### config.mk
export PLATFORM = sky130hd
export DESIGN_NAME = ife_acc_cell
export DESIGN_NICKNAME = d
export VERILOG_FILES = /design/src/sv/ife_pkg.sv /design/src/sv/ife_acc_cell.sv
export SDC_FILE = /design/constraint.sdc
export NUM_CORES = 1
export LEC_CHECK = 0
export ABC_AREA = 1
export ABC_CLOCK_PERIOD_IN_PS = 3800
export BUFFER_PORTS_ARGS = -buffer_cell sky130_fd_sc_hd__buf_2
export CAP_MARGIN = 20
export CELL_PAD_IN_SITES_DETAIL_PLACEMENT = 0
export CELL_PAD_IN_SITES_GLOBAL_PLACEMENT = 1
export CORE_MARGIN = 2
export CORE_UTILIZATION = 34
export CTS_BUF_LIST = sky130_fd_sc_hd__clkbuf_4 sky130_fd_sc_hd__clkbuf_8 sky130_fd_sc_hd__clkbuf_16
export CTS_CLUSTER_SIZE = 30
export DETAILED_ROUTE_END_ITERATION = 8
export PLACE_DENSITY_LB_ADDON = 0.1
export SYNTH_ARGS = -nofsm -noshare
export SYNTH_HDL_FRONTEND = slang
export SYNTH_SLANG_ARGS = --single-unit
### constraint.sdc
create_clock -name i_clk -period 3.8 [get_ports i_clk]
set_clock_uncertainty 0.15 [all_clocks]
set_input_delay 0 -clock i_clk [delete_from_list [all_inputs] [get_ports i_clk]]
set_output_delay 0 -clock i_clk [all_outputs]
set_load 0.01 [all_outputs]
### src/sv/ife_pkg.sv
package ife_pkg;

    localparam int C_MAX_FRAME_LENGTH = 512;
    localparam int C_CFG_W            = 10;
    localparam int C_WEIGHT_W         = 16;
    localparam int C_VALUE_W          = 16;
    localparam int C_COEF_W           = 17;
    localparam int C_STORE_W          = 24;
    localparam int C_PROD_W           = 34;
    localparam int C_SUM_W            = 27;
    localparam int C_TDATA_IN_W       = 32;
    localparam int C_TDATA_OUT_W      = 16;

    // Fixed-point one in Q0.16.
    localparam logic [C_WEIGHT_W:0] C_ONE_Q16 = 17'h10000;

    // One element between the frame stage and the multiplier cell.
    typedef struct packed {
        logic                          valid;
        logic signed [C_VALUE_W-1:0]   x;
        logic        [C_COEF_W-1:0]    wa;      // remain weight or current weight
        logic        [C_COEF_W-1:0]    wb;      // overflow weight of a firing frame
        logic                          fires;
        logic                          clears;
        logic                          last;
        logic                          written; // entry written since reset
    } t_item;

    // One element between the multiplier cell and the accumulate cell.
    typedef struct packed {
        logic                          valid;
        logic signed [C_PROD_W-1:0]    pa;
        logic signed [C_PROD_W-1:0]    pb;
        logic                          fires;
        logic                          clears;
        logic                          last;
        logic                          written;
        logic signed [C_STORE_W-1:0]   rd_data;
    } t_prod;

    function automatic logic signed [C_STORE_W-1:0] f_sat24(
        input logic signed [C_SUM_W-1:0] v
    );
        logic signed [C_STORE_W-1:0] r;
        if (v > C_SUM_W'(24'sh7FFFFF)) begin
            r = 24'sh7FFFFF;
        end else if (v < C_SUM_W'(-8388608)) begin
            r = 24'sh800000;
        end else begin
            r = v[C_STORE_W-1:0];
        end
        return r;
    endfunction

    function automatic logic signed [C_VALUE_W-1:0] f_sat16(
        input logic signed [C_SUM_W-1:0] v
    );
        logic signed [C_VALUE_W-1:0] r;
        if (v > C_SUM_W'(32767)) begin
            r = 16'sh7FFF;
        end else if (v < C_SUM_W'(-32768)) begin
            r = 16'sh8000;
        end else begin
            r = v[C_VALUE_W-1:0];
        end
        return r;
    endfunction

endpackage

### src/sv/ife_acc_cell.sv
module ife_acc_cell
    import ife_pkg::*;
#(
    parameter int MAX_FRAME_LENGTH = C_MAX_FRAME_LENGTH,
    parameter int AW = (MAX_FRAME_LENGTH > 1) ? $clog2(MAX_FRAME_LENGTH) : 1
) (
    input  logic                        i_clk,
    input  logic                        i_rst_n,
    input  logic                        i_en,
    input  t_prod                       i_prod,
    input  logic [AW-1:0]               i_addr,
    output logic                        o_wr_en,
    output logic [AW-1:0]               o_wr_addr,
    output logic signed [C_STORE_W-1:0] o_wr_data,
    output logic                        o_res_valid,
    output logic signed [C_VALUE_W-1:0] o_res_value,
    output logic                        o_res_last
);

    logic                        r_w1_valid;
    logic [AW-1:0]               r_w1_addr;
    logic signed [C_STORE_W-1:0] r_w1_data;
    logic                        r_w2_valid;
    logic [AW-1:0]               r_w2_addr;
    logic signed [C_STORE_W-1:0] r_w2_data;

    logic signed [C_STORE_W-1:0] old;
    logic signed [C_SUM_W-1:0]   sa;
    logic signed [C_SUM_W-1:0]   sb;
    logic signed [C_SUM_W-1:0]   total;
    logic signed [C_SUM_W-1:0]   q;
    logic signed [C_STORE_W-1:0] n_store;

    // The two previous elements may still be missing from the read data, so
    // their write values are forwarded, newest first.
    always_comb begin
        if (i_prod.clears) begin
            old = '0;
        end else if (r_w1_valid && (r_w1_addr == i_addr)) begin
            old = r_w1_data;
        end else if (r_w2_valid && (r_w2_addr == i_addr)) begin
            old = r_w2_data;
        end else if (i_prod.written) begin
            old = i_prod.rd_data;
        end else begin
            old = '0;
        end
        // Arithmetic shifts round toward minus infinity.
        sa    = C_SUM_W'(i_prod.pa >>> 8);
        sb    = C_SUM_W'(i_prod.pb >>> 8);
        total = C_SUM_W'(old) + sa;
        q     = total >>> 8;
        n_store = i_prod.fires ? f_sat24(sb) : f_sat24(total);
    end

    assign o_wr_en     = i_en && i_prod.valid;
    assign o_wr_addr   = i_addr;
    assign o_wr_data   = n_store;
    assign o_res_valid = i_prod.valid && i_prod.fires;
    assign o_res_value = f_sat16(q);
    assign o_res_last  = i_prod.last;

    always_ff @(posedge i_clk) begin
        if (!i_rst_n) begin
            r_w1_valid <= 1'b0;
            r_w2_valid <= 1'b0;
        end else if (o_wr_en) begin
            r_w1_valid <= 1'b1;
            r_w2_valid <= r_w1_valid;
        end
    end

    always_ff @(posedge i_clk) begin
        if (o_wr_en) begin
            r_w1_addr <= i_addr;
            r_w1_data <= n_store;
            r_w2_addr <= r_w1_addr;
            r_w2_data <= r_w1_data;
        end
    end

endmodule

# Yosys cells after proc, flatten, opt, wreduce, memory -nomap -nowiden
# Index checks and enable logic that the tools add are counted.
# totals
ff_bits	68
word_cells	30
# classes
addsub	1
n_lt_le_gt_ge	6
eq_ne	2
muxes	11
n_reduce_logical	4
# op_table
operator	count
24-bit 2-to-1 mux	9
16-bit 2-to-1 mux	2
24-bit by 26-bit adder with 27-bit output	1
27-bit by 24-bit > comparator with 1-bit output (second input constant)	1
27-bit by 24-bit < comparator with 1-bit output (second input constant)	1
26-bit by 24-bit > comparator with 1-bit output (second input constant)	1
26-bit by 24-bit < comparator with 1-bit output (second input constant)	1
19-bit by 16-bit > comparator with 1-bit output (second input constant)	1
19-bit by 16-bit < comparator with 1-bit output (second input constant)	1
9-bit == test	2
1-bit logical AND	4

# Logic depth before layout (Yosys ltp)
# depth
word_depth	10
mapped_depth	27
mapped_depth_nobuf	25

# Worst setup path after synthesis
# No wires, ideal clock.
# synth_path
kind	flip-flop to flip-flop
startpoint	register r_w2_addr[3]
endpoint	register r_w1_data[9], data pin
setup_ns	0.279
arrival_ns	3.461
required_ns	3.371
path_slack_ns	-0.090
path_stages_with_launch	27
period_less_slack_ns	3.890
cell_sequence	edfxtp_1 > xor2_1 > nor4_1 > nand4_1 > buf_2 > buf_2 > nand2_1 > o21ai_0 > a21oi_1 > ha_1 > inv_1 > fa_1 > o21ai_2 > nand2_2 > o21bai_4 > nand2_2 > nand2_2 > nand2_2 > nand2_1 > nand2_1 > nand2_2 > nand2_2 > buf_6 > nand2_1 > nand2_1 > nand2_1 > nand2_1
# synth_between
elab_chain_cells	10
word_cells_on_any_way	11
# synth_lines
element	line	rtl
start, declared	ife_acc_cell.sv:24	logic [AW-1:0] r_w2_addr;
start signal, assigned	ife_acc_cell.sv:77	r_w2_addr <= r_w1_addr;
9-bit == test *	ife_acc_cell.sv:41	end else if (r_w2_valid && (r_w2_addr == i_addr)) begin
1-bit logical AND *	ife_acc_cell.sv:41	
24-bit 2-to-1 mux *	ife_acc_cell.sv:41	
24-bit 2-to-1 mux *	ife_acc_cell.sv:39	end else if (r_w1_valid && (r_w1_addr == i_addr)) begin
24-bit 2-to-1 mux *	ife_acc_cell.sv:37	if (i_prod.clears) begin
24-bit by 26-bit adder with 27-bit output *	ife_acc_cell.sv:51	total = C_SUM_W'(old) + sa;
27-bit by 24-bit < comparator with 1-bit output	ife_pkg.sv:47	end else if (v < C_SUM_W'(-8388608)) begin
24-bit 2-to-1 mux	ife_pkg.sv:47	
24-bit 2-to-1 mux *	ife_pkg.sv:45	if (v > C_SUM_W'(24'sh7FFFFF)) begin
24-bit 2-to-1 mux *	ife_acc_cell.sv:53	n_store = i_prod.fires ? f_sat24(sb) : f_sat24(total);
net o_wr_data[9]	ife_acc_cell.sv:14	output logic signed [C_STORE_W-1:0] o_wr_data,
end signal, assigned	ife_acc_cell.sv:76	r_w1_data <= n_store;
end, declared	ife_acc_cell.sv:22	logic signed [C_STORE_W-1:0] r_w1_data;
# The timed path passes the listed nets; every way through them passes the cells marked *.
# A chain may end at the register's enable or synchronous reset.

# Final worst setup path
# layout_path
startpoint	register r_w2_addr[3]
endpoint	output o_wr_data[13]
# layout_between
elab_chain_cells	10
word_cells_on_any_way	11
# layout_lines
element	line
9-bit == test *	ife_acc_cell.sv:41
1-bit logical AND *	ife_acc_cell.sv:41
24-bit 2-to-1 mux *	ife_acc_cell.sv:41
24-bit 2-to-1 mux *	ife_acc_cell.sv:39
24-bit 2-to-1 mux *	ife_acc_cell.sv:37
24-bit by 26-bit adder with 27-bit output *	ife_acc_cell.sv:51
27-bit by 24-bit < comparator with 1-bit output	ife_pkg.sv:47
24-bit 2-to-1 mux	ife_pkg.sv:47
24-bit 2-to-1 mux *	ife_pkg.sv:45
24-bit 2-to-1 mux *	ife_acc_cell.sv:53
end, declared	ife_acc_cell.sv:14
# Every way passes the cells marked *; elsewhere a longest branch is shown, timed or not.

==> results.yml <==
status:
  status: "complete, but fails checks"
  violations: "setup timing"
placed_design:
  port-buffer-count: 142
  routabilityCongestion: 0.897
  dpl.hpwl_mm: 14.9
  placed_cells: 1151
drt:
  drt-pass1-iter-count: 5
  routedWlPerCell_um: 16.5
  remaining_drc_errors: 0
  vias: 5995
  antenna_violating_nets_post_route: 0
  totalWireLength_mm: 20.7
  drt-vias-per-instance: 4.78
  dr.first_iter.drc_count: 377
timing:
  fin_setup_tns_ns: -23.58
  final.period_utilization: 1.12
  layout_min_cycle_time_ns: 4.27
  max_clock_freq_mhz: 234
  worstMarginPinSlew_ns: 1.06
  postLayoutSetupSlackWorst_ns: -0.475
  number_of_setup_violations_in_the_final_report: 64
  maxSlewViolCount: 0
  slew_headroom: 0.294
  rsz0062_at_grt: "yes"
  report.final.hold_viol_count: 0
global_routing:
  first_global_vias: 5785
  grt_use_total: 0.234
  pin_count_of_the_biggest_net_entering_global_routing: 50
  antenna_found_initial: 0
  global_route_wire_length_before_repair_mm: 29.8
  globalRoute.totalOverflow: 0
power_and_ir_drop:
  power.density_nw_per_um2: 311
  pwr-share-clk: 0.277
  comb_power_share: 0.408
  power.switching_fraction: 0.319
  pwr-share-seq: 0.316
  total_leakage_power_nw: 4.45
  p_int_mw: 1.96
  power.switching_mw: 0.919
  worst_ir_drop_vdd_mv: 0.235
cells_and_area:
  layout-drive-gt1-share: 0.512
  area_growth_pct: 74.3
  final_nets: 1174
  diodes: 0
  finish.cell_count_without_fillers: 1254
synth:
  synth.avg_cell_area_um2: 7.41
  synth_cell_type_count: 41
  asyncSetResetFlopFracSynth: 0
  synth_top_family_by_area: "simple AND/OR/NAND/NOR gates"
  xor_and_xnor_fraction_of_the_mapped_netlist_area: 0.0462
  mappedNetlistArea_um2: 5310
  synth-adder-area-share: 0.0650
  synth-edff-count: 66
  synth_top_flop_cell: "edfxtp_1"
  synth_area_in_compound_gates: 0.145
  post_synth_inst_count: 717
  synthMuxAreaShare: 0
  ys.warnings.count: 0
  synth.net_count: 853
  synth_simple_gate_area_share: 0.269
  ys_seq_area_frac: 0.381
  ys_ff_latch: 68
critical_path:
  critPathCaptureType: "output pin"
  r2r_start: "r_w2_addr[3]"
  cp_slowest_stage_delay_ns: 0.37
  critical_path_arrival_ns: 4.12
  critPathBufInv: 5
  critical_path.reg2reg.endpoint: "r_w1_data[16]"
  worstPathCellList: "xor2_1 > nor4_2 > nand4_1 > buf_6 > buf_12 > buf_4 > o21ai_0 > a21oi_2 > ha_4 > nand2_1 > nor2_4 > nand2_2 > nor2_1 > nand2_2 > nand4_1 > nand2_4 > nor2_4 > nand3_4 > nand2_8 > clkbuf_16 > nand2_2 > nand2_2 > nand2_2 > buf_6"
  worstSetupPathType: "reg2out"
  r2r_slack_ns: -0.39
  timing.critical_path.required_ns: 3.65
  cp_max_fo: 6
  reg2regPathDepth: 24
  path_common_cell: "nand2_2"
  path_delay_family: "simple AND/OR/NAND/NOR gates"
  worst_setup_path_start_kind: "register"
  worst_path_max_delay_cell: "edfxtp_1"
hold_path:
  min_path_cells: 4
  hold_path.startpoint: "i_prod[46]"
  holdPathEnd: "r_w1_data[10]"
  kind_of_path_behind_the_tightest_hold_check: "in2reg"
cts:
  cts_root_buffer: "clkbuf_16"
  cts_buffers: 9
  tritoncts_clock_tree: "yes"
  clock-sinks: 68
  h_tree_levels: 3
  clkTransAtPathRegs_ns: 0.05
  ctsLongestPathBuffers: 2
  clock_latency_ns: 0.33
floorplan:
  ios: 161
  floorplan.die.height_um: 129
  initial_core_util: 0.348
  placement_rows: 45
  design.die.area_um2: 16600
  core_area_um2: 15300
  fp.dieW_um: 129
flow_run:
  maxCapViolations: 0
power by group through the flow:
stage / Sequential (mW) / Combinational, mW / Clock (mW)
2_1_floorplan: 0.914 / 0.427 / 0
3_3_place_gp: 0.918 / 0.832 / 0
3_5_place_dp: 0.921 / 0.830 / 0
4_1_cts: 0.906 / 0.948 / 0.808
5_1_grt: 0.912 / 1.26 / 0.840
6_report: 0.909 / 1.17 / 0.797
repair_timing:
action | 4_1_cts | 5_1_grt
hold buffers | 37 | 0
gates cloned | 5 | 4
endpoints found under the hold margin | 34 | 0
endpoints found under the setup margin | 64 | 64
buffers inserted | 22 | 19
resized for setup | 75 | 196
pin swaps | 35 | 71
synthesized netlist by cell type, types with 4 or more instances:
| cell type | instances | area, um^2 |
|---|---|---|
| xnor2_1 | 11 | 96.3 |
| ha_1 | 26 | 325 |
| nor2_2 | 4 | 25.0 |
| inv_1 | 72 | 270 |
| nor3_1 | 4 | 20.0 |
| buf_6 | 5 | 56.3 |
| clkbuf_1 | 15 | 56.3 |
| nand2_1 | 242 | 908 |
| nand3_1 | 20 | 100 |
| o21ai_0 | 78 | 390 |
| buf_4 | 10 | 75.1 |
| xor2_1 | 17 | 149 |
| nand2_2 | 21 | 131 |
| a21oi_1 | 48 | 240 |
| edfxtp_1 | 66 | 1980 |
| o21bai_1 | 4 | 30.0 |
| nand4_1 | 4 | 25.0 |
| nor2_1 | 37 | 139 |
registers in the layout (all words and copies together), names as in the netlist:
signal / count
r_w1_valid: 1
r_w2_valid: 1
r_w2_data: 24
r_w1_data: 24
r_w2_addr: 9
r_w1_addr: 9
worst max path at each step:
| stage | slack [ns] | cells after the start | start | to |
|---|---|---|---|---|
| 3_5_place_dp | -0.38 | 23 | r_w2_addr[3] | r_w1_data[21] |
| 2_1_floorplan | -0.02 | 26 | r_w2_addr[3] | r_w1_data[9] |
| 5_1_grt | -0.70 | 25 | r_w2_addr[3] | o_wr_data[10] |
| 4_1_cts | -0.46 | 24 | r_w1_addr[6] | o_wr_data[10] |
| 3_3_place_gp | -0.43 | 22 | r_w2_addr[2] | r_w1_data[9] |
| 6_report | -0.47 | 24 | r_w2_addr[3] | o_wr_data[13] |
kinds of logic after synthesis:
group,Yosys count
and+or+nand+nor,342
AOI/OAI and AO/OA,144
buffers and inverters,108
DFF,68
xor gates and xnor gates,28
adders and majority gates,27
cell type report:
class                           instances  area [um^2]
Clock buffer                            9          225
Clock inverter                          7         57.6
Fill cell                            1400         5990
Inverter                               74          280
Multi-Input combinational cell        541         3730
Sequential cell                        68         2020
Tap cell                              211          264
Timing Repair Buffer                  344         2680
cell usage in the layout (no fill, tap or decap), types with 11 or more instances in the layout:
cell / n
o21ai_1: 22
buf_4: 145
ha_4: 16
dlygate4sd3_1: 37
inv_1: 65
nor2_1: 29
a21oi_2: 23
buf_2: 124
buf_6: 25
nand2_1: 155
xnor2_1: 11
o21ai_0: 46
clkbuf_16: 13
nand2_4: 20
nand2_2: 88
xor2_1: 17
a21oi_1: 19
edfxtp_1: 66
metrics by stage:
step	total power, mW	utilization	cell area [um^2]	hold WS [ns]	worst slack [ns]
floorplan	1.34	-	5360	-0.0609	-0.0226
CTS	2.66	0.540	8240	0.00147	-0.458
detailed placement	1.75	0.460	7030	-0.150	-0.378
global route	3.01	0.607	9260	0.0497	-0.698
global placement	1.75	0.460	7030	-0.150	-0.432
finish	2.88	0.607	9260	0.0167	-0.475
worst min-delay path, stage by stage:
cell	delay [ns]
buf_2	0.07
o21ai_0	0.09
nand2_2	0.11
buf_4	0.12
layer usage:
metal	GRT usage	up-vias	routed length, um
met4	0.0416	0	250
met2	0.398	196	9880
met3	0.0380	16	1080
met1	0.319	2780	9450
met5	0	-	0
li1	-	3003	-
Power figures use the tool's default switching activity.
