**config.mk**
```make
export PLATFORM = sky130hd
export DESIGN_NAME = ife_frame
export DESIGN_NICKNAME = d
export VERILOG_FILES = /design/src/sv/ife_pkg.sv /design/src/sv/ife_frame.sv
export SDC_FILE = /design/constraint.sdc
export NUM_CORES = 1
export LEC_CHECK = 0
export BUFFER_PORTS_ARGS = -buffer_cell sky130_fd_sc_hd__buf_2
export CORE_ASPECT_RATIO = 0.6
export CORE_MARGIN = 4
export CORE_UTILIZATION = 52
export CTS_CLUSTER_DIAMETER = 80
export DETAILED_ROUTE_END_ITERATION = 10
export GPL_TIMING_DRIVEN = 0
export PLACE_DENSITY = 0.77
export SLEW_MARGIN = 15
export SYNTH_ARGS = -nofsm -noshare
export SYNTH_HDL_FRONTEND = slang
export SYNTH_SLANG_ARGS = --single-unit
```
**constraint.sdc**
```tcl
create_clock -name i_clk -period 5.4 [get_ports i_clk]
set_clock_uncertainty 0.1 [all_clocks]
set_input_delay 1.08 -clock i_clk [delete_from_list [all_inputs] [get_ports i_clk]]
set_output_delay 1.08 -clock i_clk [all_outputs]
set_load 0.01 [all_outputs]
```
**src/sv/ife_pkg.sv**
```systemverilog
package ife_pkg;

    localparam int C_MAX_FRAME_LENGTH = 512;
    localparam int C_CFG_W            = 10;
    localparam int C_WEIGHT_W         = 16;
    localparam int C_VALUE_W          = 16;
    localparam int C_COEF_W           = 17;
    localparam int C_STORE_W          = 24;
    localparam int C_PROD_W           = 34;
    localparam int C_SUM_W            = 27;
    localparam int C_TDATA_IN_W       = 32;
    localparam int C_TDATA_OUT_W      = 16;

    // Fixed-point one in Q0.16.
    localparam logic [C_WEIGHT_W:0] C_ONE_Q16 = 17'h10000;

    // One element between the frame stage and the multiplier cell.
    typedef struct packed {
        logic                          valid;
        logic signed [C_VALUE_W-1:0]   x;
        logic        [C_COEF_W-1:0]    wa;      // remain weight or current weight
        logic        [C_COEF_W-1:0]    wb;      // overflow weight of a firing frame
        logic                          fires;
        logic                          clears;
        logic                          last;
        logic                          written; // entry written since reset
    } t_item;

    // One element between the multiplier cell and the accumulate cell.
    typedef struct packed {
        logic                          valid;
        logic signed [C_PROD_W-1:0]    pa;
        logic signed [C_PROD_W-1:0]    pb;
        logic                          fires;
        logic                          clears;
        logic                          last;
        logic                          written;
        logic signed [C_STORE_W-1:0]   rd_data;
    } t_prod;

    function automatic logic signed [C_STORE_W-1:0] f_sat24(
        input logic signed [C_SUM_W-1:0] v
    );
        logic signed [C_STORE_W-1:0] r;
        if (v > C_SUM_W'(24'sh7FFFFF)) begin
            r = 24'sh7FFFFF;
        end else if (v < C_SUM_W'(-8388608)) begin
            r = 24'sh800000;
        end else begin
            r = v[C_STORE_W-1:0];
        end
        return r;
    endfunction

    function automatic logic signed [C_VALUE_W-1:0] f_sat16(
        input logic signed [C_SUM_W-1:0] v
    );
        logic signed [C_VALUE_W-1:0] r;
        if (v > C_SUM_W'(32767)) begin
            r = 16'sh7FFF;
        end else if (v < C_SUM_W'(-32768)) begin
            r = 16'sh8000;
        end else begin
            r = v[C_VALUE_W-1:0];
        end
        return r;
    endfunction

endpackage

```
**src/sv/ife_frame.sv**
```systemverilog
module ife_frame
    import ife_pkg::*;
#(
    parameter int MAX_FRAME_LENGTH = C_MAX_FRAME_LENGTH,
    parameter int AW = (MAX_FRAME_LENGTH > 1) ? $clog2(MAX_FRAME_LENGTH) : 1,
    parameter int FW = $clog2(MAX_FRAME_LENGTH + 1)
) (
    input  logic                        i_clk,
    input  logic                        i_rst_n,
    input  logic                        i_cfg_valid,
    input  logic [C_CFG_W-1:0]          i_cfg_data,
    input  logic                        i_en,
    input  logic                        i_valid,
    input  logic [C_WEIGHT_W-1:0]       i_weight,
    input  logic signed [C_VALUE_W-1:0] i_feature,
    input  logic                        i_first,
    output logic                        o_rd_en,
    output logic [AW-1:0]               o_rd_addr,
    output t_item                       o_item,
    output logic [AW-1:0]               o_addr
);

    logic [C_CFG_W-1:0]    r_len;
    logic                  r_len_dflt;
    logic [AW-1:0]         r_cnt;
    logic [FW-1:0]         r_fill;
    logic [C_WEIGHT_W-1:0] r_acc;
    logic                  r_fires;
    logic                  r_clears;
    logic [C_COEF_W-1:0]   r_remain;
    logic [C_COEF_W-1:0]   r_cw;
    t_item                 r_item;
    logic [AW-1:0]         r_addr;

    logic                  accept;
    logic                  frame_start;
    logic [FW-1:0]         eff_len;
    logic [FW-1:0]         e_ext;
    logic [FW-1:0]         e_next;
    logic [C_WEIGHT_W-1:0] acc_base;
    logic [C_COEF_W-1:0]   sum;
    logic [C_COEF_W-1:0]   ovf;
    logic [C_WEIGHT_W-1:0] n_acc;
    logic                  n_fires;
    logic                  n_clears;
    logic [C_COEF_W-1:0]   n_remain;
    logic [C_COEF_W-1:0]   n_cw;
    logic [AW-1:0]         n_cnt;

    assign accept      = i_valid && i_en;
    assign frame_start = (r_cnt == '0);
    assign e_ext       = FW'(r_cnt);
    assign e_next      = e_ext + FW'(1);

    // A length of zero acts as one, anything beyond the store depth as the depth.
    always_comb begin
        if (r_len_dflt) begin
            eff_len = FW'(MAX_FRAME_LENGTH);
        end else if (r_len == '0) begin
            eff_len = FW'(1);
        end else if (32'(r_len) > 32'(MAX_FRAME_LENGTH)) begin
            eff_len = FW'(MAX_FRAME_LENGTH);
        end else begin
            eff_len = FW'(r_len);
        end
    end

    // Frame weight bookkeeping, taken on element zero only.
    always_comb begin
        acc_base = i_first ? '0 : r_acc;
        sum      = {1'b0, acc_base} + {1'b0, i_weight};
        ovf      = sum - C_ONE_Q16;
        if (frame_start) begin
            n_clears = i_first;
            if (sum >= C_ONE_Q16) begin
                n_fires  = 1'b1;
                n_remain = {1'b0, i_weight} - ovf;
                n_cw     = ovf;
                n_acc    = ovf[C_WEIGHT_W-1:0];
            end else begin
                n_fires  = 1'b0;
                n_remain = '0;
                n_cw     = {1'b0, i_weight};
                n_acc    = sum[C_WEIGHT_W-1:0];
            end
        end else begin
            n_clears = r_clears;
            n_fires  = r_fires;
            n_remain = r_remain;
            n_cw     = r_cw;
            n_acc    = r_acc;
        end
        n_cnt = (e_next >= eff_len) ? '0 : AW'(e_next);
    end

    always_ff @(posedge i_clk) begin
        if (!i_rst_n) begin
            r_len      <= '0;
            r_len_dflt <= 1'b1;
        end else if (i_cfg_valid) begin
            r_len      <= i_cfg_data;
            r_len_dflt <= 1'b0;
        end
    end

    always_ff @(posedge i_clk) begin
        if (!i_rst_n) begin
            r_cnt    <= '0;
            r_fill   <= '0;
            r_acc    <= '0;
            r_fires  <= 1'b0;
            r_clears <= 1'b1;
            r_remain <= '0;
            r_cw     <= '0;
        end else if (accept) begin
            r_cnt    <= n_cnt;
            r_acc    <= n_acc;
            r_fires  <= n_fires;
            r_clears <= n_clears;
            r_remain <= n_remain;
            r_cw     <= n_cw;
            if (e_next > r_fill) begin
                r_fill <= e_next;
            end
        end
    end

    // Only the valid bit is reset; the payload is loaded with each item.
    always_ff @(posedge i_clk) begin
        if (!i_rst_n) begin
            r_item.valid <= 1'b0;
        end else if (i_en) begin
            r_item.valid <= accept;
        end
        if (accept) begin
            r_item.x       <= i_feature;
            r_item.wa      <= n_fires ? n_remain : n_cw;
            r_item.wb      <= n_cw;
            r_item.fires   <= n_fires;
            r_item.clears  <= n_clears;
            r_item.last    <= (e_ext == eff_len - FW'(1));
            r_item.written <= (e_ext < r_fill);
            r_addr         <= r_cnt;
        end
    end

    assign o_rd_en   = accept;
    assign o_rd_addr = r_cnt;
    assign o_item    = r_item;
    assign o_addr    = r_addr;

endmodule

```
Word level (Yosys, flattened, before mapping)
Index checks and enable logic that the tools add are counted.

Reduce and logical (&&, ||, !) cells: 5. Order comparisons: 5. Equal/unequal tests: 1. Muxes and demuxes: 14. Add/subtract/negate cells: 5.

Operators with widths (count): $mux 17 (5); $mux 16 (2); $mux 10 (3); $add 16x16->17 (1); $ge 17x17->1 const B (1); $sub 16x17->17 (1); $sub 17x17->17 const B (1); $add 9x1->10 const B (1); $eq 9x10->1 (1); $ge 10x10->1 (1); $gt 10x10->1 (1); $gt 10x10->1 const B (1); $logic_not 10->1 (1); $lt 9x10->1 (1); $sub 10x1->10 const B (1); $logic_not 9->1 (1); $mux 9 (1); $reduce_and 2->1 (2); $mux 1 (3); $logic_and 1x1->1 (1).

Word-level logic and storage cells: 48. Register bits after elaboration: 146. Input bits: 48. Output and inout bits: 74.

Depth between registers and ports, before layout
Gate-level depths: netlist of the first run.

Depth in word-level cells: 7. Depth in mapped cells: 22.

Worst setup path before layout of the first run
OpenSTA, ideal clock, no wires.

Path kind: in2reg. From: input port i_first. To: register r_item (netlist bit o_item[37]), data pin. Slack: -0.212 ns. Arrival time: 5.360 ns. Stages on the path: 22. Library setup time: 0.153 ns. Buffers on the path: 1. Cell sequence: clkbuf_1 > nor2b_1 > ha_1 > fa_1 > a211oi_1 > o21ai_0 > a21oi_1 > xnor2_1 > inv_1 > ha_1 > o21a_1 > o2bb2ai_1 > a31oi_1 > maj3_1 > maj3_1 > a31oi_1 > a21oi_1 > nor3_2 > o21a_1 > ha_1 > nand3_1 > o21ai_0.

Longest elaborated chain between the ends: 7. Elaborated cells on any way between the ends: 12.

Ends and longest elaborated chain: start, declared (line ife_frame.sv:16) `input logic i_first,`; $mux 16 * (line ife_frame.sv:70) `acc_base = i_first ? '0 : r_acc;`; $add 16x16->17 * (line ife_frame.sv:71) `sum = {1'b0, acc_base} + {1'b0, i_weight};`; $sub 17x17->17 (line ife_frame.sv:72) `ovf = sum - C_ONE_Q16;`; $sub 16x17->17 (line ife_frame.sv:77) `n_remain = {1'b0, i_weight} - ovf;`; $mux 17 (line ife_frame.sv:75) `if (sum >= C_ONE_Q16) begin`; $mux 17 (line ife_frame.sv:73) `if (frame_start) begin`; $mux 17 * (line ife_frame.sv:137) `r_item.wa <= n_fires ? n_remain : n_cw;`; end, declared (line ife_frame.sv:32) `t_item r_item;`.

Mark *: on every way between the ends. The rest lies on a longest branch, timed or not. A chain may end at the register's enable or synchronous reset.

Worst setup path in the final report of the first run
From: input port i_first. To: register r_item (netlist bit o_item[35]), data pin.

Same word-level chain as after synthesis.

==> flow_summary_export.csv, run 1 <==
group,metric,value,unit
global_route,grt_pass1_vias,6945,
sta,final.min_clock_period,5.44,ns
cts,cts_tree,"yes",
setup_path,path_cells,"buf_12 -> clkbuf_16 -> nor2b_4 -> ha_4 -> fa_2 -> a211oi_4 -> o21ai_2 -> a21oi_2 -> xnor2_2 -> inv_2 -> ha_4 -> nor3_4 -> o2bb2ai_4 -> a31oi_4 -> maj3_2 -> maj3_2 -> o211ai_1 -> a31oi_2 -> nor3_2 -> mux2i_1 -> o211ai_1",
final_layout,nFillCells,1259,
placement,portBuffers,120,
setup_path,path_class,"input pin to register",
sta,hold_viol,0,
logic_synthesis,yosys.area.top_type,"edfxtp_1",
cts,hold_buffers,0,
logic_synthesis,synth-simple-area-share,0.164,
global_route,grt_max_degree,48,
min_path,holdCritStartpoint,"r_acc[5]$_SDFFE_PN0P_",
drt,via_per_inst,5.92,
drt,drt_iter0_drc,746,
min_path,min_delay_path_depth,2,
placement,post-place-cells,1230,
die,die_width,172,um
setup_path,cpMaxStageDelayCell,"fa_2",
setup_path,critPathMaxFanout,7,
sta,slew_violations,0,
sta,fmax,184,MHz
cts,cts_htree_levels,4,
logic_synthesis,async_flop_share,0,
setup_path,reg2regPathDepth,19,
cts,clockBufferDepth,2,
setup_path,worstReg2RegStart,"r_acc[0]$_SDFFE_PN0P_",
drt,routedWlPerCell,19.8,um
logic_synthesis,ys_ff_latch,146,
logic_synthesis,netlist_instances,906,
setup_path,r2r-end,"o_item[35]$_DFFE_PP_",
final_layout,layout-drive-gt1-share,0.207,
power,totalPowerFinal,3.29,mW
power,swShare,0.299,
die,pin_count,122,
logic_synthesis,syn-cell-area,8390,um^2
final_layout,syn_to_final_growth,22.2,%
power,p_int,2.31,mW
drt,drc,0,
placement,gp_congestion,0.968,
sta,setup_viol,1,
die,start_util,0.538,
sta,relSlewSlack,0.288,
power,pwr-share-clk,0.393,
drt,wl,25200,um
logic_synthesis,synthMuxAreaShare,0.0411,
min_path,worstHoldEndpoint,"r_acc[5]$_SDFFE_PN0P_",
sta,worst_slack,-0.0394,ns
cts,clk_latency,0.43,ns
flow_run,cap_violations,0,
drt,vias,7513,
final_layout,n_antenna_cell,0,
global_route,antenna_found_initial,1,
setup_path,worstPathRequired,5.43,ns
logic_synthesis,synth_ff_type,"dfxtp_1",
logic_synthesis,synth_top_family_by_area,"compound AO/OA/AOI/OAI gates",
power,peakVddDrop,0.193,mV
cts,cts_made_buffers,17,
run_status,violations,"setup timing",
sta,worstMarginPinSlew,1.06,ns
die,dieArea,18300,um^2
logic_synthesis,yosys_warnings,0,
final_layout,fin_cells,1270,
cts,clkTransAtPathRegs,0.07,ns
logic_synthesis,netlist.area_leader.share,0.225,
global_route,overflow,0,
sta,rsz0062_at_grt,"true",
setup_path,path_buf_inv,3,
final_layout,multi_input_area,4740,um^2
setup_path,worstSetupEndpointType,"register",
final_layout,postLayoutCoreUtil,0.658,
logic_synthesis,yosysUniqueCellTypes,70,
global_route,grt_pass1_wl,37600,um
setup_path,critical_path_arrival,5.47,ns
logic_synthesis,synth-edff-count,63,
setup_path,max_stage_delay,0.39,ns
min_path,holdCritPathClass,"register to register",
setup_path,crit_family,"compound AO/OA/AOI/OAI gates",
final_layout,register_area,3550,um^2
placement,post-place-ws,-1.02,ns
die,rows,35,
drt,final_antenna_net_count,0,
sta,fin_crit_sh,1.01,
final_layout,nets,1165,
logic_synthesis,synth_adder_area_share,0.102,
drt,firstDrtPassIters,6,
logic_synthesis,syn_nets,1017,
cts,cts.sinks,146,
setup_path,critPathLaunchType,"input pin",
power,combinationalPowerShare,0.224,
power,power.leakage,4.30,nW
global_route,grt_use_total,0.266,
die,coreArea,15600,um^2
setup_path,reg2reg_slack,0.46,ns
die,die_h,106,um
power,power.density,321,nW/um^2
logic_synthesis,synth_compound_area_frac,0.185,
power,switchingPower,0.983,mW
placement,hpwlAfterDp,17700,um
logic_synthesis,synth_xor_area_frac,0.0458,
logic_synthesis,synth_area_leaders,"edfxtp_1, dfxtp_1, ha_1",
power,sequentialPowerShare,0.383,
cts,root_buffer,"clkbuf_16",
run_status,outcome,"finished with violations",
logic_synthesis,seq_area_frac_synth,0.423,
logic_synthesis,syn_avg_cell_area,9.26,um^2
[worst max path at each step]
stage / start / to / slack (ns) / cells after the start
2_1_floorplan: i_first / o_item[37]$_DFFE_PP_ / 0.006 / 22
6_report: i_first / o_item[35]$_DFFE_PP_ / -0.04 / 21
4_1_cts: i_first / o_item[35]$_DFFE_PP_ / 0.01 / 21
3_3_place_gp: i_first / o_item[35]$_DFFE_PP_ / -1.04 / 21
5_1_grt: i_first / o_item[34]$_DFFE_PP_ / -0.11 / 21
3_5_place_dp: i_first / o_item[35]$_DFFE_PP_ / -1.02 / 21
[state kept, by name, indices dropped and copies added (netlist names)]
| signal | count |
|---|---|
| o_item | 55 |
| r_cw | 17 |
| r_remain | 17 |
| r_acc | 16 |
| r_fill | 10 |
| r_len | 10 |
| o_addr | 9 |
| o_rd_addr | 9 |
| r_clears | 1 |
| r_fires | 1 |
| r_len_dflt | 1 |
[metal layers]
| layer | up-vias | part of all wire | GRT usage |
|---|---|---|---|
| li1 | 3559 | - | - |
| met1 | 3475 | 0.47 | 0.407 |
| met2 | 429 | 0.39 | 0.362 |
| met3 | 48 | 0.12 | 0.0803 |
| met4 | 2 | 0.016 | 0.0690 |
| met5 | - | 0.00052 | 0 |
[area by class of cell]
class | count | area share
flip-flops and latches | 146 | 0.347
inverters | 39 | 0.0144
clock inverters | 15 | 0.0201
repair buffers | 130 | 0.0710
plain buffers | 47 | 0.0199
clock buffers | 17 | 0.0415
multi-input cells | 673 | 0.462
well taps | 203 | 0.0248
[synthesized netlist by cell type (6+ instances only)]
library cell / n
a211oi_1: 27
a21boi_0: 12
a21o_1: 14
a21oi_1: 62
a22oi_1: 11
a31oi_1: 12
and2_1: 8
and3_1: 8
clkbuf_1: 41
dfxtp_1: 83
edfxtp_1: 63
ha_1: 61
inv_1: 36
mux2i_1: 30
nand2_1: 93
nand2b_1: 6
nand3_1: 24
nand4_1: 6
nor2_1: 82
nor2b_1: 30
nor3_1: 17
o21a_1: 14
o21ai_0: 39
xnor2_1: 32
xor2_1: 10
[cell families (layout without fill, tap and decap cells)]
logic type               Yosys count  count (layout)
AND/OR/NAND/NOR                  294             294
adder cells (fa/ha/maj)           68              68
XOR/XNOR                          43              43
buffers and inverters             87             248
multiplexers                      34              34
flip-flops                       146             146
AO/OA/AOI/OAI                    234             234
[repair_timing]
| item | 4_1_cts | 5_1_grt |
|---|---|---|
| setup buffers | 2 | 6 |
| endpoints found under the setup margin | 10 | 8 |
| gates cloned | 0 | 1 |
| resized for setup | 20 | 30 |
| pin swaps | 9 | 20 |
[power groups by stage]
stage / Clock, mW / Sequential (mW) / Combinational [mW]
floorplan: 0 / 1.29 / 0.454
global placement: 0 / 1.28 / 0.643
detailed placement: 0 / 1.28 / 0.656
CTS: 1.29 / 1.26 / 0.682
global route: 1.35 / 1.27 / 0.800
finish: 1.29 / 1.26 / 0.738
[placed cells by master, fill, tap and decap left out, drive strengths merged, types with 5 or more instances in the layout]
cell type	netlist	layout
nor3	18	18
clkinv	1	9
clkbuf	41	58
xnor2	33	33
dfxtp	83	83
a21o	14	14
nand4	6	6
xor2	10	10
or3	5	5
nand2	93	93
o211ai	6	6
o21ai	43	43
a22oi	11	11
o21a	14	14
a211oi	27	27
buf	7	136
nor2b	30	30
a21boi	12	12
nor2	82	82
edfxtp	63	63
and2	8	8
a31oi	12	12
nand2b	6	6
mux2i	30	30
nand3	24	24
and3	8	8
inv	38	41
a21oi	62	62
ha	61	61
maj3	5	5
[tightest hold or removal path: cells and delay by family, from the launching register on]
| family | cells | cell delay, ns |
|---|---|---|
| AO/OA/AOI/OAI | 1 | 0.06 |
| flip-flops | 1 | 0.31 |
| AND/OR/NAND/NOR | 1 | 0.05 |
[per-stage QoR]
step	area, um^2	TNS (ns)	hold slack [ns]
2_1_floorplan	8400	0	0.331
3_3_place_gp	9260	-7.77	0.341
3_5_place_dp	9290	-8.22	0.346
4_1_cts	10000	0	0.354
5_1_grt	10300	-0.338	0.377
6_report	10300	-0.0394	0.360
Note: power is estimated with default switching activity, not from simulation.
==> inputs of run 2 (changes only) <==
==> constraint.sdc (replaced) <==
create_clock -name i_clk -period 5.4 [get_ports i_clk]
set_clock_uncertainty 0.1 [all_clocks]
set_input_delay 0.54 -clock i_clk [delete_from_list [all_inputs] [get_ports i_clk]]
set_output_delay 0.54 -clock i_clk [all_outputs]
set_load 0.01 [all_outputs]
==> run 2 against run 1 <==
- the run now ends clean
- fmax increased by 5.5%
- critical endpoint is now o_item[37]$_DFFE_PP_
- via count decreased by 0.33%
- largest power group unchanged
- clock power hardly changed
- sequential share of layout area is 1.1 points higher
- final area fell by 3.0%
- die area unchanged
- final cell count shrank 0.71%
- utilization is 1.9 points lower
- setup slack gained 0.28 ns
- combinational power fell by 7.5%
==> flow_summary_export.csv, run 2 (synthesized netlist as in run 1, its figures left out) <==
group,metric,value,unit
setup_path,critPathLaunchType,"input pin",
cts,hold_buffers,0,
die,die_h,106,um
power,peakVddDrop,0.199,mV
global_route,grt_use_total,0.260,
placement,post-place-cells,1229,
setup_path,worstPathRequired,5.57,ns
cts,post_cts.repair.setup_buffers,0,
final_layout,fin_cells,1261,
die,die_width,172,um
final_layout,nFillCells,1271,
global_route,overflow,0,
cts,clkTransAtPathRegs,0.07,ns
drt,drt_iter0_drc,943,
power,power.leakage,4.20,nW
sta,setup_viol,0,
drt,final_antenna_net_count,0,
setup_path,critPathMaxFanout,10,
sta,whs,0.188,ns
sta,hold_viol,0,
sta,relSlewSlack,0.287,
die,start_util,0.538,
sta,worst_slack,0.243,ns
sta,final.min_clock_period,5.16,ns
global_route,grt_pass1_vias,6882,
final_layout,final_common_cell,"buf_2",
flow_run,cap_violations,0,
die,dieArea,18300,um^2
drt,routedWlPerCell,19.1,um
drt,vias,7488,
die,pin_count,122,
global_route,grt_pass1_wl,37100,um
cts,root_buffer,"clkbuf_16",
placement,gp_congestion,0.986,
global_route,grt_max_degree,70,
setup_path,critical_path_arrival,5.32,ns
sta,slew_violations,0,
final_layout,layout-drive-gt1-share,0.179,
placement,portBuffers,120,
cts,clk_latency,0.43,ns
power,power.density,324,nW/um^2
cts,clockBufferDepth,2,
min_path,holdCritPathClass,"input pin to register",
placement,hpwlAfterDp,17400,um
cts,cts_made_buffers,17,
sta,rsz0062_at_grt,"false",
run_status,outcome,"complete, no violations",
drt,drc,0,
power,totalPowerFinal,3.23,mW
sta,fmax,194,MHz
cts,cts_htree_levels,4,
setup_path,path_class,"input pin to register",
final_layout,nets,1156,
die,coreArea,15600,um^2
sta,setup_tns,0,ns
drt,wl,24000,um
final_layout,final_cell_mix,"buf_2, nand2_1, dfxtp_1, nor2_1, edfxtp_1",
cts,cts.sinks,146,
final_layout,syn_to_final_growth,18.6,%
sta,worstMarginPinSlew,1.06,ns
cts,cts_tree,"yes",
placement,post-place-ws,-0.873,ns
setup_path,worstSetupEndpointType,"register",
die,rows,35,
drt,via_per_inst,5.94,
final_layout,n_antenna_cell,0,
final_layout,largest_reg_flops,55,
drt,firstDrtPassIters,8,
global_route,antenna_found_initial,0,
sta,fin_crit_sh,0.955,
[run 2: cell types whose count changed in the layout (fill, tap and decap cells not counted), moves of 3 or more]
cell / previous run / this run
inv_8: 1 / 5
a31oi_1: 8 / 11
ha_4: 3 / 0
clkinv_2: 3 / 0
buf_4: 8 / 0
inv_6: 2 / 5
a21oi_2: 4 / 1
clkinv_4: 5 / 2
a21oi_1: 58 / 61
ha_1: 56 / 61
[run 2: what timing repair did]
item	in CTS	in global routing
setup endpoints to repair	8	7
pin swaps	0	7
gates resized for setup	7	12
[run 2: critical path, cell delays in order]
cell and delay (ns):
buf_6 0.15, buf_8 0.16, nor2b_1 0.07, ha_1 0.23, fa_2 0.46, a211oi_4 0.31
o21ai_1 0.14, a21oi_2 0.19, xnor2_2 0.15, inv_1 0.07, ha_1 0.31, o21a_1 0.20
o2bb2ai_1 0.16, a31oi_1 0.11, maj3_2 0.38, maj3_2 0.37, a31oi_2 0.28, a31oi_1 0.17
nor3_2 0.30, o21a_1 0.20, ha_1 0.17, nand3_1 0.08, o21ai_1 0.13
[run 2: power by group]
group	switching, mW	internal, mW
registers	0.0301	1.23
clock network	0.533	0.751
logic	0.415	0.269
total	0.978	2.25
[run 2: final timing paths]
kind	from	to	slack [ns]	cells after the start
min	i_feature[2]	o_item[40]$_DFFE_PP_	0.19	1
max reg2reg	r_acc[1]$_SDFFE_PN0P_	o_item[37]$_DFFE_PP_	0.27	21
max	i_first	o_item[37]$_DFFE_PP_	0.24	23
min reg2reg	r_remain[12]$_SDFFE_PN0P_	r_remain[12]$_SDFFE_PN0P_	0.36	2
[run 2: routing by layer]
metal / up-vias / track usage / share of wire
met5: - / 0 / 0
met4: 0 / 0.0572 / 0.012
met3: 35 / 0.0543 / 0.12
met2: 434 / 0.354 / 0.39
met1: 3473 / 0.416 / 0.47
li1: 3546 / - / -
[run 2: per-stage QoR]
step | utilization | instance area [um^2]
after global routing | 0.638 | 9950
final | 0.638 | 9950
after detailed placement | 0.593 | 9250
after CTS | 0.636 | 9910
after global placement | 0.593 | 9250
after floorplan | - | 8390
[run 2: area by class of cell]
class	count	area, um^2	share of cell area
repair buffers	120	607	0.0610
inverters	39	151	0.0152
flip-flops and latches	146	3550	0.357
well taps	203	254	0.0255
clock buffers	17	425	0.0427
clock inverters	15	206	0.0207
multi-input cells	673	4560	0.458
plain buffers	48	198	0.0199
==> inputs of run 3 (changes only) <==
==> constraint.sdc (replaced) <==
create_clock -name i_clk -period 5.4 [get_ports i_clk]
set_clock_uncertainty 0.1 [all_clocks]
set_input_delay 0.27 -clock i_clk [delete_from_list [all_inputs] [get_ports i_clk]]
set_output_delay 0.27 -clock i_clk [all_outputs]
set_load 0.01 [all_outputs]
==> run 3 against run 2 <==
- the run now ends with hold timing left
- routed wire length increased by 0.96%
- non-clock buffer count increased by 22
- clock power about the same
- setup slack improved by 0.0049 ns
- sequential share of layout area decreased by 0.74 points
- critical path type is now register to register
- die area unchanged
- utilization increased by 1.3 points
- combinational power increased by 2%
- first-iteration DRC count decreased by 14%
- count of clock-buffer cells in the layout unchanged
- global-route usage increased by 0.095 points
- sequential power about the same
==> flow_summary_export.csv, run 3 (synthesized netlist as in run 1, its figures left out) <==
group,metric,value,unit
run_status,outcome,"finished with violations",
run_status,violations,"hold timing",
setup_path,setup.worst_path.start,"r_acc[0]$_SDFFE_PN0P_",
sta,worstMarginPinSlew,1.02,ns
final_layout,n_antenna_cell,0,
die,start_util,0.538,
die,die_width,172,um
global_route,grt_max_degree,70,
drt,firstDrtPassIters,6,
global_route,grt_pass1_wl,37300,um
sta,setup_viol,0,
setup_path,crit_family,"adder cells",
setup_path,critPathLaunchType,"register",
setup_path,path_buf_inv,1,
placement,portBuffers,120,
setup_path,cpMaxStageDelayCell,"fa_2",
die,pin_count,122,
drt,via_per_inst,5.90,
sta,slew_violations,0,
final_layout,post-route-cell-area,10200,um^2
placement,hpwlAfterDp,17400,um
setup_path,worstSetupEndpointType,"register",
min_path,holdCritPathClass,"input pin to register",
drt,routedWlPerCell,18.9,um
sta,fin_crit_sh,0.954,
final_layout,final_common_cell,"buf_2",
final_layout,final_cell_mix,"buf_2, nand2_1, dfxtp_1, nor2_1, edfxtp_1",
global_route,overflow,0,
setup_path,critical_path_arrival,5.30,ns
setup_path,max_stage_delay,0.42,ns
global_route,grt_use_total,0.261,
power,power.leakage,4.29,nW
final_layout,layout-drive-gt1-share,0.176,
setup_path,endpoint,"o_item[37]$_DFFE_PP_",
sta,final.min_clock_period,5.15,ns
global_route,grt_pass1_vias,6995,
drt,drt_iter0_drc,807,
setup_path,cpMostUsedCell,"ha_1",
sta,relSlewSlack,0.313,
drt,vias,7565,
placement,gp_congestion,0.986,
placement,placed_area,9250,um^2
cts,cts_made_buffers,17,
setup_path,path_cells,"nor2b_1 -> ha_1 -> fa_2 -> a211oi_4 -> o21ai_0 -> a21oi_2 -> xnor2_2 -> inv_1 -> ha_1 -> o21a_1 -> o2bb2ai_1 -> a31oi_1 -> maj3_2 -> maj3_2 -> o211ai_1 -> a31oi_1 -> nor3_2 -> o21a_1 -> ha_1 -> nand3_1 -> o21ai_0",
placement,post-place-cells,1229,
setup_path,path_class,"register to register",
drt,wl,24300,um
flow_run,cap_violations,0,
sta,whs,-0.00159,ns
setup_path,worstPathRequired,5.55,ns
final_layout,nets,1178,
setup_path,reg2regPathDepth,21,
setup_path,critPathMaxFanout,3,
sta,fmax,194,MHz
setup_path,r2r-end,"o_item[37]$_DFFE_PP_",
cts,clk_latency,0.43,ns
die,dieArea,18300,um^2
setup_path,cp.depth,21,
power,totalPowerFinal,3.24,mW
cts,clockBufferDepth,2,
cts,cts_htree_levels,4,
cts,root_buffer,"clkbuf_16",
sta,hold_viol,1,
setup_path,worstReg2RegStart,"r_acc[0]$_SDFFE_PN0P_",
drt,drc,0,
die,rows,35,
setup_path,reg2reg_slack,0.25,ns
final_layout,fin_cells,1283,
die,coreArea,15600,um^2
final_layout,syn_to_final_growth,21.1,%
cts,cts.sinks,146,
drt,final_antenna_net_count,0,
power,power.density,319,nW/um^2
cts,cts_tree,"yes",
power,peakVddDrop,0.197,mV
final_layout,largest_reg_flops,55,
die,die_h,106,um
global_route,antenna_found_initial,0,
cts,clkTransAtPathRegs,0.07,ns
## run 3: area by class of cell
cell class                 count  area [um^2]
buffer                        47          183
clock buffer                  17          425
clock inverter                15          206
fill                        1239         5430
inverter                      39          151
multi-input combinational    673         4560
sequential                   146         3550
tap                          203          254
timing repair buffer         143          828
## run 3: routing by layer
| layer | track usage | up-vias | share of wire |
|---|---|---|---|
| met4 | 0.0583 | 0 | 0.010 |
| met2 | 0.358 | 420 | 0.39 |
| li1 | - | 3588 | - |
| met3 | 0.0569 | 29 | 0.12 |
| met1 | 0.414 | 3528 | 0.48 |
| met5 | 0 | - | 0 |
## run 3: stage by stage
step | util | setup slack [ns] | TNS, ns
floorplan | - | 0.598 | 0
global placement | 0.593 | -0.548 | -2.60
detailed placement | 0.593 | -0.603 | -3.15
CTS | 0.648 | 0.0322 | 0
global route | 0.652 | -0.0263 | -0.0263
finish | 0.652 | 0.248 | 0
## run 3: worst reg2reg max path, cell delays in order, from the launching register on
cell and delay, ns:
dfxtp_1 0.31, nor2b_1 0.14, ha_1 0.26, fa_2 0.42, a211oi_4 0.31, o21ai_0 0.18
a21oi_2 0.20, xnor2_2 0.16, inv_1 0.07, ha_1 0.31, o21a_1 0.20, o2bb2ai_1 0.15
a31oi_1 0.10, maj3_2 0.37, maj3_2 0.37, o211ai_1 0.28, a31oi_1 0.16, nor3_2 0.31
o21a_1 0.19, ha_1 0.17, nand3_1 0.08, o21ai_0 0.13
## run 3: worst min path at each step
stage,slack [ns],startpoint,cells after the start,endpoint
finish,-0.002,i_cfg_data[5],3,r_len[5]$_SDFFE_PN0P_
global route,0.02,i_cfg_data[1],3,r_len[1]$_SDFFE_PN0P_
CTS,0.0004,i_cfg_data[0],3,r_len[0]$_SDFFE_PN0P_
detailed placement,0.34,r_acc[1]$_SDFFE_PN0P_,2,r_acc[1]$_SDFFE_PN0P_
global placement,0.34,r_acc[5]$_SDFFE_PN0P_,2,r_acc[5]$_SDFFE_PN0P_
floorplan,0.27,i_feature[0],0,o_item[38]$_DFFE_PP_
## run 3: power breakdown
| group | leakage (nW) | total [mW] | switching [mW] | internal (mW) |
|---|---|---|---|---|
| sequential | 1.28 | 1.26 | 0.0304 | 1.23 |
| combinational | 2.70 | 0.697 | 0.419 | 0.278 |
| clock | 0.309 | 1.28 | 0.532 | 0.751 |
## run 3: what timing repair did
| item | CTS | global route |
|---|---|---|
| hold buffers | 22 | 0 |
| endpoints found under the setup margin | 4 | 6 |
| gates resized for setup | 0 | 12 |
| buffers inserted | 0 | 1 |
| hold endpoints to repair | 22 | 0 |
| pin swaps | 0 | 5 |
| gates cloned | 0 | 0 |
